## src/sfq_pkg.sv

```systemverilog
// shared constants and request/status codes for the searchable fifo queue
package sfq_pkg;

  localparam int DEPTH_DEFAULT      = 16;
  localparam int DATA_WIDTH_DEFAULT = 32;

  localparam int REQ_W    = 3;
  localparam int VALUE_W  = 32;
  localparam int STATUS_W = 2;
  localparam int COUNT_W  = 5;

  localparam logic [REQ_W-1:0] REQ_ENQ    = 3'd0;
  localparam logic [REQ_W-1:0] REQ_DEQ    = 3'd1;
  localparam logic [REQ_W-1:0] REQ_SEARCH = 3'd2;
  localparam logic [REQ_W-1:0] REQ_CLEAR  = 3'd3;
  localparam logic [REQ_W-1:0] REQ_LIST   = 3'd4;

  localparam logic [STATUS_W-1:0] ST_OK    = 2'd0;
  localparam logic [STATUS_W-1:0] ST_EMPTY = 2'd1;
  localparam logic [STATUS_W-1:0] ST_FULL  = 2'd2;

endpackage

```

## src/sfq_store.sv

```systemverilog
// entry store: single write port, single registered read port
module sfq_store #(
  parameter int DEPTH      = sfq_pkg::DEPTH_DEFAULT,
  parameter int DATA_WIDTH = sfq_pkg::DATA_WIDTH_DEFAULT
) (
  input  logic                                  clk,
  input  logic                                  we,
  input  logic [(DEPTH > 1 ? $clog2(DEPTH) : 1)-1:0] waddr,
  input  logic [DATA_WIDTH-1:0]                 wdata,
  input  logic                                  re,
  input  logic [(DEPTH > 1 ? $clog2(DEPTH) : 1)-1:0] raddr,
  output logic [DATA_WIDTH-1:0]                 rdata
);
  import sfq_pkg::*;

  logic [DATA_WIDTH-1:0] mem [DEPTH];

  always_ff @(posedge clk) begin
    if (we) begin
      mem[waddr] <= wdata;
    end
  end

  always_ff @(posedge clk) begin
    if (re) begin
      rdata <= mem[raddr];
    end
  end

endmodule

```

## src/searchable_fifo_queue_core.sv

```systemverilog
// searchable fifo queue: top level with request sequencer and entry walk
//
//  channel   signals                                   handshake
//  request   req_type, value                           start, taken when busy low
//  result    status, data, found, count, last          result_valid, one cycle
//
//  enqueue, clear, unknown and empty cases: result in the cycle after acceptance
//  dequeue: the head entry is read through the registered store port, then the result is registered; busy until then
//  search and list: busy for the whole walk, one entry per cycle through the
//  single read port of the entry store; list results come one per cycle
//  reset clears state, indices, fill count, left, rd_pend and result_valid only, the store needs no clearing pass
//  results cannot be stalled
module searchable_fifo_queue_core #(
  parameter int DEPTH      = sfq_pkg::DEPTH_DEFAULT,
  parameter int DATA_WIDTH = sfq_pkg::DATA_WIDTH_DEFAULT
) (
  input  logic                                clk,
  input  logic                                rst,
  input  logic                                start,
  output logic                                busy,
  input  logic        [sfq_pkg::REQ_W-1:0]    req_type,
  input  logic signed [sfq_pkg::VALUE_W-1:0]  value,
  output logic                                result_valid,
  output logic        [sfq_pkg::STATUS_W-1:0] status,
  output logic signed [sfq_pkg::VALUE_W-1:0]  data,
  output logic                                found,
  output logic        [sfq_pkg::COUNT_W-1:0]  count,
  output logic                                last
);
  import sfq_pkg::*;

  localparam int PTR_W = (DEPTH > 1) ? $clog2(DEPTH) : 1;
  localparam int CNT_W = $clog2(DEPTH + 1);
  localparam int DX_W  = (DATA_WIDTH > VALUE_W) ? DATA_WIDTH : VALUE_W;
  localparam int CX_W  = (CNT_W > COUNT_W) ? CNT_W : COUNT_W;
  localparam logic [PTR_W-1:0] LAST_SLOT = PTR_W'(DEPTH - 1);
  localparam logic [CNT_W-1:0] FULL_CNT  = CNT_W'(DEPTH);

  typedef enum logic {S_IDLE, S_WALK} state_t;
  typedef enum logic [1:0] {OP_DEQ, OP_SEARCH, OP_LIST} op_t;

  state_t                state;
  op_t                   op;
  logic [PTR_W-1:0]      head;
  logic [PTR_W-1:0]      tail;
  logic [CNT_W-1:0]      fill;
  logic [CNT_W-1:0]      fill_next;
  logic [PTR_W-1:0]      slot;
  logic [CNT_W-1:0]      left;
  logic                  rd_pend;
  logic                  rd_last;
  logic                  hit;
  logic [DATA_WIDTH-1:0] key;

  logic                  accept;
  logic                  we;
  logic                  re;
  logic [PTR_W-1:0]      raddr;
  logic [DATA_WIDTH-1:0] wdata;
  logic [DATA_WIDTH-1:0] rdata;
  logic                  match;
  logic [DX_W-1:0]       rdata_x;
  logic [CX_W-1:0]       fill_x;
  logic [CX_W-1:0]       fill_next_x;

  function automatic logic [PTR_W-1:0] next_slot(input logic [PTR_W-1:0] s);
    return (s == LAST_SLOT) ? '0 : s + 1'b1;
  endfunction

  assign busy        = (state != S_IDLE);
  assign accept      = start && !busy;
  assign wdata       = DATA_WIDTH'($unsigned(value));
  assign we          = accept && (req_type == REQ_ENQ) && (fill != FULL_CNT);
  assign match       = (rdata == key);
  assign rdata_x     = DX_W'(rdata);
  assign fill_x      = CX_W'(fill);
  assign fill_next_x = CX_W'(fill_next);

  // walk read: one entry a cycle while entries remain
  always_comb begin
    re    = (state == S_WALK) && (left != '0);
    raddr = slot;
  end

  always_comb begin
    fill_next = fill;
    case (req_type)
      REQ_ENQ: begin
        if (fill != FULL_CNT) begin
          fill_next = fill + 1'b1;
        end
      end
      REQ_DEQ: begin
        if (fill != '0) begin
          fill_next = fill - 1'b1;
        end
      end
      REQ_CLEAR: begin
        fill_next = '0;
      end
      default: begin
        fill_next = fill;
      end
    endcase
  end

  sfq_store #(
    .DEPTH      (DEPTH),
    .DATA_WIDTH (DATA_WIDTH)
  ) u_store (
    .clk   (clk),
    .we    (we),
    .waddr (tail),
    .wdata (wdata),
    .re    (re),
    .raddr (raddr),
    .rdata (rdata)
  );

  always_ff @(posedge clk) begin
    if (rst) begin
      state        <= S_IDLE;
      head         <= '0;
      tail         <= '0;
      fill         <= '0;
      left         <= '0;
      rd_pend      <= 1'b0;
      result_valid <= 1'b0;
    end else begin
      result_valid <= 1'b0;
      case (state)
        S_IDLE: begin
          if (accept) begin
            fill   <= fill_next;
            status <= ST_OK;
            data   <= '0;
            found  <= 1'b0;
            count  <= fill_next_x[COUNT_W-1:0];
            last   <= 1'b1;
            key    <= wdata;
            hit    <= 1'b0;
            slot   <= head;
            left   <= fill;
            case (req_type)
              REQ_ENQ: begin
                result_valid <= 1'b1;
                if (fill == FULL_CNT) begin
                  status <= ST_FULL;
                end else begin
                  tail <= next_slot(tail);
                end
              end
              REQ_DEQ: begin
                if (fill == '0) begin
                  result_valid <= 1'b1;
                  status       <= ST_EMPTY;
                end else begin
                  head  <= next_slot(head);
                  left  <= CNT_W'(1);
                  op    <= OP_DEQ;
                  state <= S_WALK;
                end
              end
              REQ_SEARCH: begin
                if (fill == '0) begin
                  result_valid <= 1'b1;
                end else begin
                  op    <= OP_SEARCH;
                  state <= S_WALK;
                end
              end
              REQ_CLEAR: begin
                result_valid <= 1'b1;
                head         <= '0;
                tail         <= '0;
              end
              REQ_LIST: begin
                if (fill == '0) begin
                  result_valid <= 1'b1;
                  status       <= ST_EMPTY;
                end else begin
                  op    <= OP_LIST;
                  state <= S_WALK;
                end
              end
              default: begin
                result_valid <= 1'b1;
              end
            endcase
          end
        end
        S_WALK: begin
          if (left != '0) begin
            slot    <= next_slot(slot);
            left    <= left - 1'b1;
            rd_pend <= 1'b1;
            rd_last <= (left == CNT_W'(1));
          end else begin
            rd_pend <= 1'b0;
          end
          if (rd_pend) begin
            status <= ST_OK;
            data   <= '0;
            found  <= 1'b0;
            count  <= fill_x[COUNT_W-1:0];
            last   <= rd_last;
            case (op)
              OP_SEARCH: begin
                hit <= hit | match;
                if (rd_last) begin
                  result_valid <= 1'b1;
                  found        <= hit | match;
                end
              end
              OP_DEQ, OP_LIST: begin
                result_valid <= 1'b1;
                data         <= rdata_x[VALUE_W-1:0];
              end
              default: begin
                result_valid <= 1'b0;
              end
            endcase
            if (rd_last) begin
              state <= S_IDLE;
            end
          end
        end
        default: begin
          state <= S_IDLE;
        end
      endcase
    end
  end

  a_fill_bound: assert property (@(posedge clk) disable iff (rst)
    fill <= FULL_CNT)
    else $error("fill count beyond depth");

  a_idle_quiet: assert property (@(posedge clk) disable iff (rst)
    (state == S_IDLE) |-> (!rd_pend && (left == '0 || !busy)))
    else $error("read pending while idle");

  a_enq_grows: assert property (@(posedge clk) disable iff (rst)
    (accept && req_type == REQ_ENQ && fill != FULL_CNT) |=>
      (fill == $past(fill) + 1'b1))
    else $error("enqueue did not grow the queue");

  a_walk_ends: assert property (@(posedge clk) disable iff (rst)
    (state == S_WALK && rd_pend && rd_last) |=> (state == S_IDLE && result_valid))
    else $error("walk did not finish with a result");

  a_no_write_in_walk: assert property (@(posedge clk) disable iff (rst)
    busy |-> !we)
    else $error("store written during a walk");

endmodule
```

## config.mk

```make
export PLATFORM = sky130hd
export DESIGN_NAME = searchable_fifo_queue_core
export DESIGN_NICKNAME = d
export VERILOG_FILES = /design/src/sfq_pkg.sv /design/src/sfq_store.sv /design/src/searchable_fifo_queue_core.sv
export SDC_FILE = /design/constraint.sdc
export NUM_CORES = 1
export LEC_CHECK = 0
export BUFFER_PORTS_ARGS = -buffer_cell sky130_fd_sc_hd__buf_4
export CAP_MARGIN = 40
export CORE_ASPECT_RATIO = 1.75
export CORE_MARGIN = 4
export CORE_UTILIZATION = 51
export CTS_CLUSTER_DIAMETER = 80
export DETAILED_ROUTE_END_ITERATION = 8
export PLACE_DENSITY = 0.67
export SYNTH_ARGS = -nofsm -noshare
export SYNTH_HDL_FRONTEND = slang
export SYNTH_SLANG_ARGS = --single-unit
```

## constraint.sdc

```tcl
create_clock -name clk -period 4.5 [get_ports clk]
set_input_delay 0.225 -clock clk [delete_from_list [all_inputs] [get_ports clk]]
set_output_delay 0.225 -clock clk [all_outputs]
set_load 0.02 [all_outputs]
```

==> flow_summary.json, run 1 <==
{
  "syn_area_mm2": 0.0253,
  "dpl-instance-area_mm2": 0.0269,
  "worstMarginPinSlew_ns": 0.822,
  "min_period_ns": 3.34,
  "place.gp.congestion": 0.812,
  "yosys_warnings": 0,
  "dpl_worst_slack_ns": 1.19,
  "synth_edf_count": 625,
  "finClkSkew_ns": 0.0227,
  "clk_root_buffer_cell": "clkbuf_16",
  "drt_iter0_markers": 1047,
  "pwr-share-clk_pct": 39.3,
  "netlist_top_cells_count": "edfxtp_1 (625), mux2i_1 (131), a221oi_1 (64), mux4_2 (64), nand2_1 (55)",
  "async_reset_ff_share_pct": 0,
  "slowest_stage": "nor2_4",
  "worst_slack_ns": 1.16,
  "netlist_top_cells_area": "edfxtp_1 (74%), mux4_2 (5.7%), mux2i_1 (5.2%), a221oi_1 (2.2%), dfxtp_1 (1.7%)",
  "timing.critical_path.to_type": "flip-flop",
  "p_leak_nw": 9.57,
  "finalSetupViolations": 0,
  "numClockSinks": 646,
  "yosysMostFrequentCell": "edfxtp_1",
  "final_util_pct": 59.6,
  "ys_seq_area_share_pct": 75.8,
  "drc": 0,
  "cts_resized": 0,
  "h-tree-depth": 2,
  "hp-class": "input port to flip-flop",
  "maxCapViolations": 0,
  "max_freq_mhz": 299,
  "timing.final.crit_share_pct": 74.3,
  "swShare_pct": 21.2,
  "synth_cell_types": 61,
  "rsz0062_at_grt": "no",
  "critical-path-max-stage-delay_ns": 0.73,
  "synthToLayoutAreaGrowth_pct": 15.1,
  "synth_fp_nets": 1421,
  "hold_viol": 0,
  "p_int_mw": 9.79,
  "cp_data_arrival_time_ns": 3.63,
  "antenna_found_initial": 0,
  "p_seq_share_pct": 54.0,
  "syn_area_per_cell_um2": 18.4,
  "clock_latency_ns": 0.59,
  "io_pins": 81,
  "first_pass_iters": 5,
  "initial_core_util_pct": 51.8,
  "cp_cell_sequence": "inv_1, ha_1, and4bb_2, or2_4, nor2_4, nand2_1, nor2_4, buf_4",
  "synth-seq-cells": 646,
  "r2r_setup_slack_ns": 1.16,
  "grt_pass1_vias": 13600,
  "path_class": "flip-flop to flip-flop",
  "postCtsSetupBuffers": 0,
  "holdWs_ns": 0.0298,
  "cpMostUsedCell": "nor2_4",
  "holdBufCountCts": 32,
  "final_area_mm2": 0.0291,
  "ir_worst_vdd_v": 0.000329,
  "fillers": 3547,
  "grt_max_degree": 83,
  "wl_per_cell_um": 26.2,
  "die_h_um": 303,
  "track_usage_pct": 21.7,
  "cts_tree": "done",
  "die_w_um": 176,
  "core_area_mm2": 0.0489,
  "crit_fanout": 20,
  "pwr-share-comb_pct": 6.7,
  "status": "finished clean",
  "cts_buffer_depth": 3,
  "grt-ovfl-total": 0,
  "power.net_switching_mw": 2.63,
  "synth_top_area_cell": "edfxtp_1",
  "num_vias": 13200,
  "drive_gt1_share_pct": 19.5,
  "powerDensity_mw_per_mm2": 427,
  "relSlewSlack_pct": 45.1,
  "nNetsFinal": 1559,
  "maxSlewViolCount": 0,
  "required_ns": 4.78,
  "clkTransAtPathRegs_ns": 0.07,
  "timing.setup.tns_ns": 0,
  "routed_wl_um": 57800,
  "place.port_buffers": 80,
  "cts_made_buffers": 54,
  "yosysTopAreaCellShare_pct": 74.2,
  "die_area_mm2": 0.0534,
  "dpl.hpwl_um": 36500,
  "postRouteAntennaNets": 0,
  "grt_pass1_wl_um": 86500,
  "num_rows": 107,
  "crit_path_start_kind": "flip-flop",
  "vias_per_cell": 5.99,
  "synthCells": 1372,
  "synth_ff_type": "edfxtp_1"
}
[worst max-delay path, delay by kind of cell, from the launching register on]
family | cells | cell delay, ns
simple gates | 5 | 1.70
buf+inv | 2 | 0.51
fa+ha+maj | 1 | 0.29
flops | 1 | 0.54
[layout make-up]
type                            count  area, um2  area share (%)
Timing Repair Buffer              155       1360            4.69
Clock buffer                       60       1400            4.79
Antenna cell                        1       2.50         0.00860
Clock inverter                     38        445            1.53
Inverter                           19       76.3           0.262
Multi-Input combinational cell    634       5820            20.0
Sequential cell                   646      19200            65.9
Tap cell                          654        818            2.81
[registers in the layout, indices dropped and copies added, names as in the netlist]
name / cells
u_store.mem: 512
key: 32
found: 1
count: 5
rd_last: 1
head: 4
hit: 1
fill: 5
status: 2
op: 2
last: 1
left: 5
data: 32
busy: 1
tail: 4
raddr: 4
rd_pend: 1
result_valid: 1
u_store.rdata: 32
[cell usage in the layout (no fill, tap or decap), types with 3 or more instances in the layout]
cell type	n
clkinvlp_4	3
nor2b_1	4
bufinv_16	10
buf_4	114
ha_1	11
a32oi_1	3
edfxtp_1	625
a22oi_1	33
dlygate4sd3_1	32
nand3_1	8
and2_1	36
buf_12	5
mux4_2	64
clkbuf_16	55
nor3_4	4
a221oi_1	64
a211oi_1	5
nor4_1	3
o21ai_0	43
nor2_1	28
inv_1	18
clkinv_2	7
xnor2_1	37
a21o_1	3
nor2_4	16
nor3b_1	3
clkinv_4	3
nor3_1	10
mux2i_1	131
a21oi_1	17
buf_16	3
clkbuf_1	5
dfxtp_1	21
clkinv_1	14
nand4_1	10
nand2_1	55
nand2b_1	4
[path summary, 6_finish.rpt]
| check | startpoint | endpoint | cells after the start |
|---|---|---|---|
| setup reg to reg | fill[0] | u_store.mem[10][3] | 8 |
| hold reg to reg | left[4] | left[4] | 2 |
| setup / recovery | fill[0] | u_store.mem[10][3] | 8 |
| hold / removal | value[25] | key[25] | 1 |
[cells by family after synthesis]
kind of cell               synth area share (%)
adders and majority gates                 0.544
and+or+nand+nor                            4.12
muxes                                      11.0
xor gates and xnor gates                   1.28
buffers and inverters                      1.72
DFF                                        75.8
AOI/OAI and AO/OA                          5.51
[layer usage]
layer  vias up  track usage, %  routed length [um]
met2       449            39.5               31200
li1       5810               -                   -
met3        81            2.31                2870
met4         0            6.60                1670
met5         -               0                   0
met1      6889            27.6               22100
[per-stage QoR]
stage | total power, mW | std cells
2_1_floorplan | 7.33 | 1372
3_3_place_gp | 7.64 | 2070
3_5_place_dp | 7.65 | 2076
4_1_cts | 12.5 | 2206
5_1_grt | 12.8 | 2206
6_report | 12.4 | 2207
[power by group through the flow]
stage	registers, mW	logic (mW)	clock network (mW)
final	6.71	0.828	4.88
after global routing	6.71	0.893	5.21
after CTS	6.71	0.838	4.98
after detailed placement	6.84	0.815	0
after global placement	6.84	0.799	0
after floorplan	6.85	0.474	0
(Power assumes the default switching activity.)
==> run 2: changes to the inputs <==
--- a/config.mk
+++ b/config.mk
@@ -5,6 +5,7 @@
 export SDC_FILE = /design/constraint.sdc
 export NUM_CORES = 1
 export LEC_CHECK = 0
+export ABC_AREA = 1
 export BUFFER_PORTS_ARGS = -buffer_cell sky130_fd_sc_hd__buf_4
 export CAP_MARGIN = 40
 export CORE_ASPECT_RATIO = 1.75
==> constraint.sdc (replaced) <==
create_clock -name clk -period 3.3 [get_ports clk]
set_input_delay 0.165 -clock clk [delete_from_list [all_inputs] [get_ports clk]]
set_output_delay 0.165 -clock clk [all_outputs]
set_load 0.02 [all_outputs]
==> flow_summary.json, run 2 <==
{
  "status": "finished clean",
  "core_area_mm2": 0.0506,
  "die_w_um": 179,
  "timing.final.crit_share_pct": 83.8,
  "critical-path-max-stage-delay_ns": 0.45,
  "hold_viol": 0,
  "vias_per_cell": 5.57,
  "wl_per_cell_um": 20.8,
  "place.gp.congestion": 0.879,
  "cts_made_buffers": 56,
  "synth_edf_count": 625,
  "h-tree-depth": 2,
  "ys_seq_area_share_pct": 73.4,
  "p_leak_nw": 10.8,
  "max_freq_mhz": 362,
  "hp-class": "input port to flip-flop",
  "synth-seq-cells": 646,
  "yosys_warnings": 0,
  "drive_gt1_share_pct": 10.9,
  "track_usage_pct": 22.3,
  "timing.critical_path.to_type": "flip-flop",
  "netlist_top_cells_count": "edfxtp_1 (625), nand2_1 (449), inv_1 (212)",
  "synth_fp_nets": 2169,
  "synthMuxAreaShare_pct": 0,
  "crit_path_start_kind": "flip-flop",
  "grt_pass1_vias": 16300,
  "cts_buffer_depth": 3,
  "synth_top_family_by_area": "simple AND/OR/NAND/NOR gates",
  "clock_latency_ns": 0.60,
  "synth_xor_area_share_pct": 0.637,
  "first_pass_iters": 5,
  "powerDensity_mw_per_mm2": 576,
  "dpl.hpwl_um": 36700,
  "yosysMostFrequentCell": "edfxtp_1",
  "async_reset_ff_share_pct": 0,
  "io_pins": 81,
  "worstSetupStartpoint": "fill[0]",
  "rsz0062_at_grt": "no",
  "routed_wl_um": 61500,
  "synth-simple-area-share_pct": 11.5,
  "finClkSkew_ns": 0.0256,
  "regMostFlops": "u_store.mem",
  "maxSlewViolCount": 0,
  "holdWs_ns": 0.0844,
  "cts_tree": "done",
  "relSlewSlack_pct": 54.0,
  "regArea_mm2": 0.0192,
  "cp_cell_sequence": "inv_1, ha_1, nand2_1, nor2_2, nand2_1, nand2_1, nor2_1, nand2_1, nor2_4, buf_4",
  "holdBufCountCts": 35,
  "synth-compound-area-share_pct": 8.68,
  "slowest_stage": "dfxtp_1",
  "numClockSinks": 646,
  "netlist_top_cells_area": "edfxtp_1 (72%), nand2_1 (6.4%), inv_1 (3.0%), nor2_1 (3.0%), o211ai_1 (2.8%)",
  "cts_resized": 0,
  "num_vias": 16400,
  "syn_area_mm2": 0.0261,
  "final_common_cell": "edfxtp_1",
  "maxCapViolations": 0,
  "postCtsSetupBuffers": 0,
  "grt_max_degree": 106,
  "syn_area_per_cell_um2": 12.3,
  "drt_iter0_markers": 1381,
  "die_area_mm2": 0.0551,
  "multi_input_comb_area_mm2": 0.00572,
  "synth_top_area_cell": "edfxtp_1",
  "synthToLayoutAreaGrowth_pct": 14.8,
  "place.port_buffers": 80,
  "nNetsFinal": 2287,
  "synth_ff_type": "edfxtp_1",
  "yosysTopAreaCellShare_pct": 71.8,
  "finalNonFillerCells": 2952,
  "min_period_ns": 2.77,
  "final_cell_mix": "edfxtp_1 (625), nand2_1 (448), inv_1 (210), nor2_1 (194), o21ai_0 (129)",
  "die_h_um": 308,
  "fillers": 3899,
  "grt-ovfl-total": 0,
  "synth-adder-area-share_pct": 0.526,
  "crit_fanout": 22,
  "clkTransAtPathRegs_ns": 0.07,
  "dpl.cell_count": 2811,
  "r2r_setup_slack_ns": 0.53,
  "antenna_found_initial": 0,
  "grt_pass1_wl_um": 93100,
  "num_antenna_cells": 0,
  "drc": 0,
  "synth_cell_types": 35,
  "largest_reg_flops": 512,
  "initial_core_util_pct": 51.7,
  "rr_endpoint": "u_store.mem[5][24]",
  "power_mw": 17.3,
  "cp_data_arrival_time_ns": 3.00,
  "synthCells": 2120,
  "clk_root_buffer_cell": "clkbuf_16",
  "worstMarginPinSlew_ns": 0.685,
  "ir_worst_vdd_v": 0.000456,
  "path_class": "flip-flop to flip-flop",
  "crit_end": "u_store.mem[5][24]",
  "required_ns": 3.54,
  "reg2reg_from": "fill[0]",
  "num_rows": 109,
  "finalSetupViolations": 0,
  "worst-r2r-cell-count": 10,
  "postRouteAntennaNets": 0,
  "cpMostUsedCell": "nand2_1"
}
-- run 2: cell types whose count changed after synthesis, moves of 86 or more --
cell | before | now
mux2i_1 | 131 | 0
o21ai_0 | 43 | 129
inv_1 | 18 | 212
o211ai_1 | 1 | 98
nand2_1 | 55 | 449
nor2_1 | 41 | 208
-- run 2: cells by family after synthesis --
logic type	after synthesis
buffers and inverters	327
AOI/OAI and AO/OA	354
xor gates and xnor gates	19
DFF	646
adders and majority gates	11
and+or+nand+nor	763
-- run 2: metrics by stage --
step                      setup WS [ns]  utilization, %  instance area (um2)  setup TNS [ns]
after floorplan                  -0.640               -                26100          -61.48
after global placement            0.586            54.8                27700               0
after detailed placement          0.590            54.8                27700               0
after CTS                         0.579            59.3                30000               0
after global routing              0.346            59.3                30000               0
final                             0.535            59.3                30000               0
-- run 2: final cells by class --
class                      count  share of cell area, %
multi-input combinational   1147                   19.0
clock inverter                41                   1.54
tap                          666                   2.78
sequential                   646                   63.9
inverter                     220                   2.76
clock buffer                  65                   4.92
timing repair buffer         167                   5.05
-- run 2: worst min-delay path by stage --
stage | start | to | depth (start not counted)
after CTS | req_type[0] | fill[1] | 6
after detailed placement | rst | tail[1] | 2
after global routing | req_type[0] | fill[1] | 6
after floorplan | value[0] | key[0] | 0
final | req_type[0] | fill[1] | 6
after global placement | rst | head[1] | 2
-- run 2: worst max-delay path: cells and delay by family, from the launching register on --
kind	cells	cell delay [ns]
adders and majority gates	1	0.25
buffers and inverters	2	0.54
DFF	1	0.45
and+or+nand+nor	7	1.17
-- run 2: report_power, final --
group / total [mW] / internal [mW] / switching (mW)
clock network: 6.88 / 3.99 / 2.89
logic: 1.23 / 0.373 / 0.858
registers: 9.16 / 9.11 / 0.0553
total: 17.3 / 13.5 / 3.81
-- run 2: layer usage --
metal / track usage (%) / share of wire [%]
met5: 0 / 0
met4: 10.5 / 4.9
met3: 2.52 / 5.5
met2: 39.7 / 53
met1: 26.8 / 37
==> run 3: changes to the inputs <==
--- a/config.mk
+++ b/config.mk
@@ -13,7 +13,7 @@
 export CORE_UTILIZATION = 51
 export CTS_CLUSTER_DIAMETER = 80
 export DETAILED_ROUTE_END_ITERATION = 8
-export PLACE_DENSITY = 0.67
+export PLACE_DENSITY = 0.7
 export SYNTH_ARGS = -nofsm -noshare
 export SYNTH_HDL_FRONTEND = slang
 export SYNTH_SLANG_ARGS = --single-unit
==> constraint.sdc (replaced) <==
create_clock -name clk -period 2.4 [get_ports clk]
set_input_delay 0.12 -clock clk [delete_from_list [all_inputs] [get_ports clk]]
set_output_delay 0.12 -clock clk [all_outputs]
set_load 0.02 [all_outputs]
==> flow_summary.json, run 3 (same netlist as run 2, synthesis figures left out) <==
{
  "hold_viol": 0,
  "vias_per_cell": 5.61,
  "cp_data_arrival_time_ns": 2.51,
  "hp-class": "input port to flip-flop",
  "grt-ovfl-total": 0,
  "grt_pass1_wl_um": 97800,
  "cpMostUsedCell": "nand2_1",
  "finalNonFillerCells": 2976,
  "largest_reg_flops": 512,
  "dpl.cell_count": 2837,
  "numClockSinks": 646,
  "rsz0062_at_grt": "no",
  "num_vias": 16700,
  "final_cell_mix": "edfxtp_1 (625), nand2_1 (448), inv_1 (209), nor2_1 (193), o21ai_0 (129)",
  "crit_fanout": 32,
  "final_util_pct": 60.0,
  "first_pass_iters": 5,
  "wl_per_cell_um": 21.6,
  "drt_iter0_markers": 1597,
  "swShare_pct": 22.7,
  "initial_core_util_pct": 51.7,
  "nNetsFinal": 2312,
  "track_usage_pct": 23.4,
  "place.port_buffers": 80,
  "die_area_mm2": 0.0551,
  "clk_root_buffer_cell": "clkbuf_16",
  "drive_gt1_share_pct": 12.1,
  "place.gp.congestion": 0.893,
  "antenna_found_initial": 0,
  "fillers": 3863,
  "power.net_switching_mw": 5.33,
  "cts_made_buffers": 55,
  "dpl.hpwl_um": 39700,
  "cts_tree": "done",
  "holdWs_ns": 0.0198,
  "timing.setup.tns_ns": 0,
  "routed_wl_um": 64300,
  "grt_max_degree": 76,
  "p_int_mw": 18.1,
  "regMostFlops": "u_store.mem",
  "p_leak_nw": 11.0,
  "regArea_mm2": 0.0192,
  "clock_latency_ns": 0.60,
  "synthToLayoutAreaGrowth_pct": 16.2,
  "power_mw": 23.5,
  "status": "finished clean",
  "p_seq_share_pct": 53.7,
  "final_common_cell": "edfxtp_1",
  "ir_worst_vdd_v": 0.000691,
  "grt_pass1_vias": 16800,
  "critical-path-max-stage-delay_ns": 0.38,
  "slowest_stage": "dfxtp_2",
  "min_period_ns": 2.24,
  "num_rows": 109,
  "cp_cell_sequence": "inv_1, ha_2, nand2_1, nor2_2, nand2_1, nand2_1, nor2_4, nand2_1, buf_4, nor2_4, buf_12",
  "crit_path_start_kind": "flip-flop",
  "maxCapViolations": 0,
  "clkTransAtPathRegs_ns": 0.07,
  "timing.final.crit_share_pct": 93.3,
  "pwr-share-comb_pct": 7.7,
  "postRouteAntennaNets": 0,
  "io_pins": 81,
  "die_w_um": 179,
  "powerDensity_mw_per_mm2": 772,
  "core_area_mm2": 0.0506,
  "finalSetupViolations": 0,
  "pwr-share-clk_pct": 38.6,
  "num_antenna_cells": 0,
  "drc": 0,
  "maxSlewViolCount": 0,
  "postCtsSetupBuffers": 0,
  "required_ns": 2.67,
  "max_freq_mhz": 447,
  "timing.critical_path.to_type": "flip-flop",
  "multi_input_comb_area_mm2": 0.00575,
  "h-tree-depth": 2,
  "worstMarginPinSlew_ns": 0.661,
  "die_h_um": 308,
  "path_class": "flip-flop to flip-flop",
  "finClkSkew_ns": 0.0189,
  "relSlewSlack_pct": 55.9,
  "cts_buffer_depth": 3
}
## run 3: cell types whose count changed in the layout (fill, tap and decap cells not counted), moves of 2 or more
cell       delta
bufinv_16     -3
nor3_2        -3
inv_2         +2
clkbuf_16     -2
dfxtp_1       -2
buf_12       +19
buf_4         +7
nor3_4        +3
## run 3: per-layer routing
metal | global-route usage (%) | vias up | wire length [um]
li1 | - | 7725 | -
met1 | 28.9 | 8197 | 24300
met2 | 42.2 | 634 | 34400
met3 | 2.67 | 136 | 3470
met4 | 8.37 | 0 | 2240
met5 | 0 | - | 0
## run 3: metrics by stage
| step | cell area, um2 | setup WS (ns) |
|---|---|---|
| 2_1_floorplan | 26200 | -0.0598 |
| 3_3_place_gp | 28200 | 0.133 |
| 3_5_place_dp | 28200 | 0.107 |
| 4_1_cts | 30400 | 0.0898 |
| 5_1_grt | 30400 | 0.0560 |
| 6_report | 30400 | 0.161 |
## run 3: final timing paths
| check | start | endpoint | slack (ns) | depth (start not counted) |
|---|---|---|---|---|
| worst max-delay path | fill[1] | u_store.mem[13][15] | 0.16 | 11 |
| worst min-delay path | req_type[1] | tail[0] | 0.02 | 4 |
| worst max register to register | fill[1] | u_store.mem[13][15] | 0.16 | 11 |
| worst min register to register | left[4] | left[4] | 0.50 | 2 |
## run 3: power by group through the flow
stage	Combinational, mW	Clock, mW	Sequential [mW]
after floorplan	0.970	0	12.9
after global placement	1.72	0	12.8
after detailed placement	1.75	0	12.8
after CTS	1.81	9.19	12.6
after global routing	1.98	9.62	12.6
final	1.80	9.06	12.6
## run 3: timing repair
action,CTS,global route
resized for setup,0,1
hold buffers,35,0
setup endpoints to repair,0,186
endpoints found under the hold margin,556,0
## run 3: cell type report
| class | instances | share of cell area (%) |
|---|---|---|
| clock inverter | 40 | 1.29 |
| inverter | 220 | 2.73 |
| timing repair buffer | 193 | 6.42 |
| tap | 666 | 2.74 |
| clock buffer | 64 | 4.71 |
| sequential | 646 | 63.2 |
| multi-input combinational | 1147 | 18.9 |
## run 3: critical path, delay by kind of cell (launching register included)
kind	cells	cell delay, ns
adder cells (fa/ha/maj)	1	0.19
flip-flops	1	0.38
buffers and inverters	3	0.55
AND/OR/NAND/NOR	7	0.78
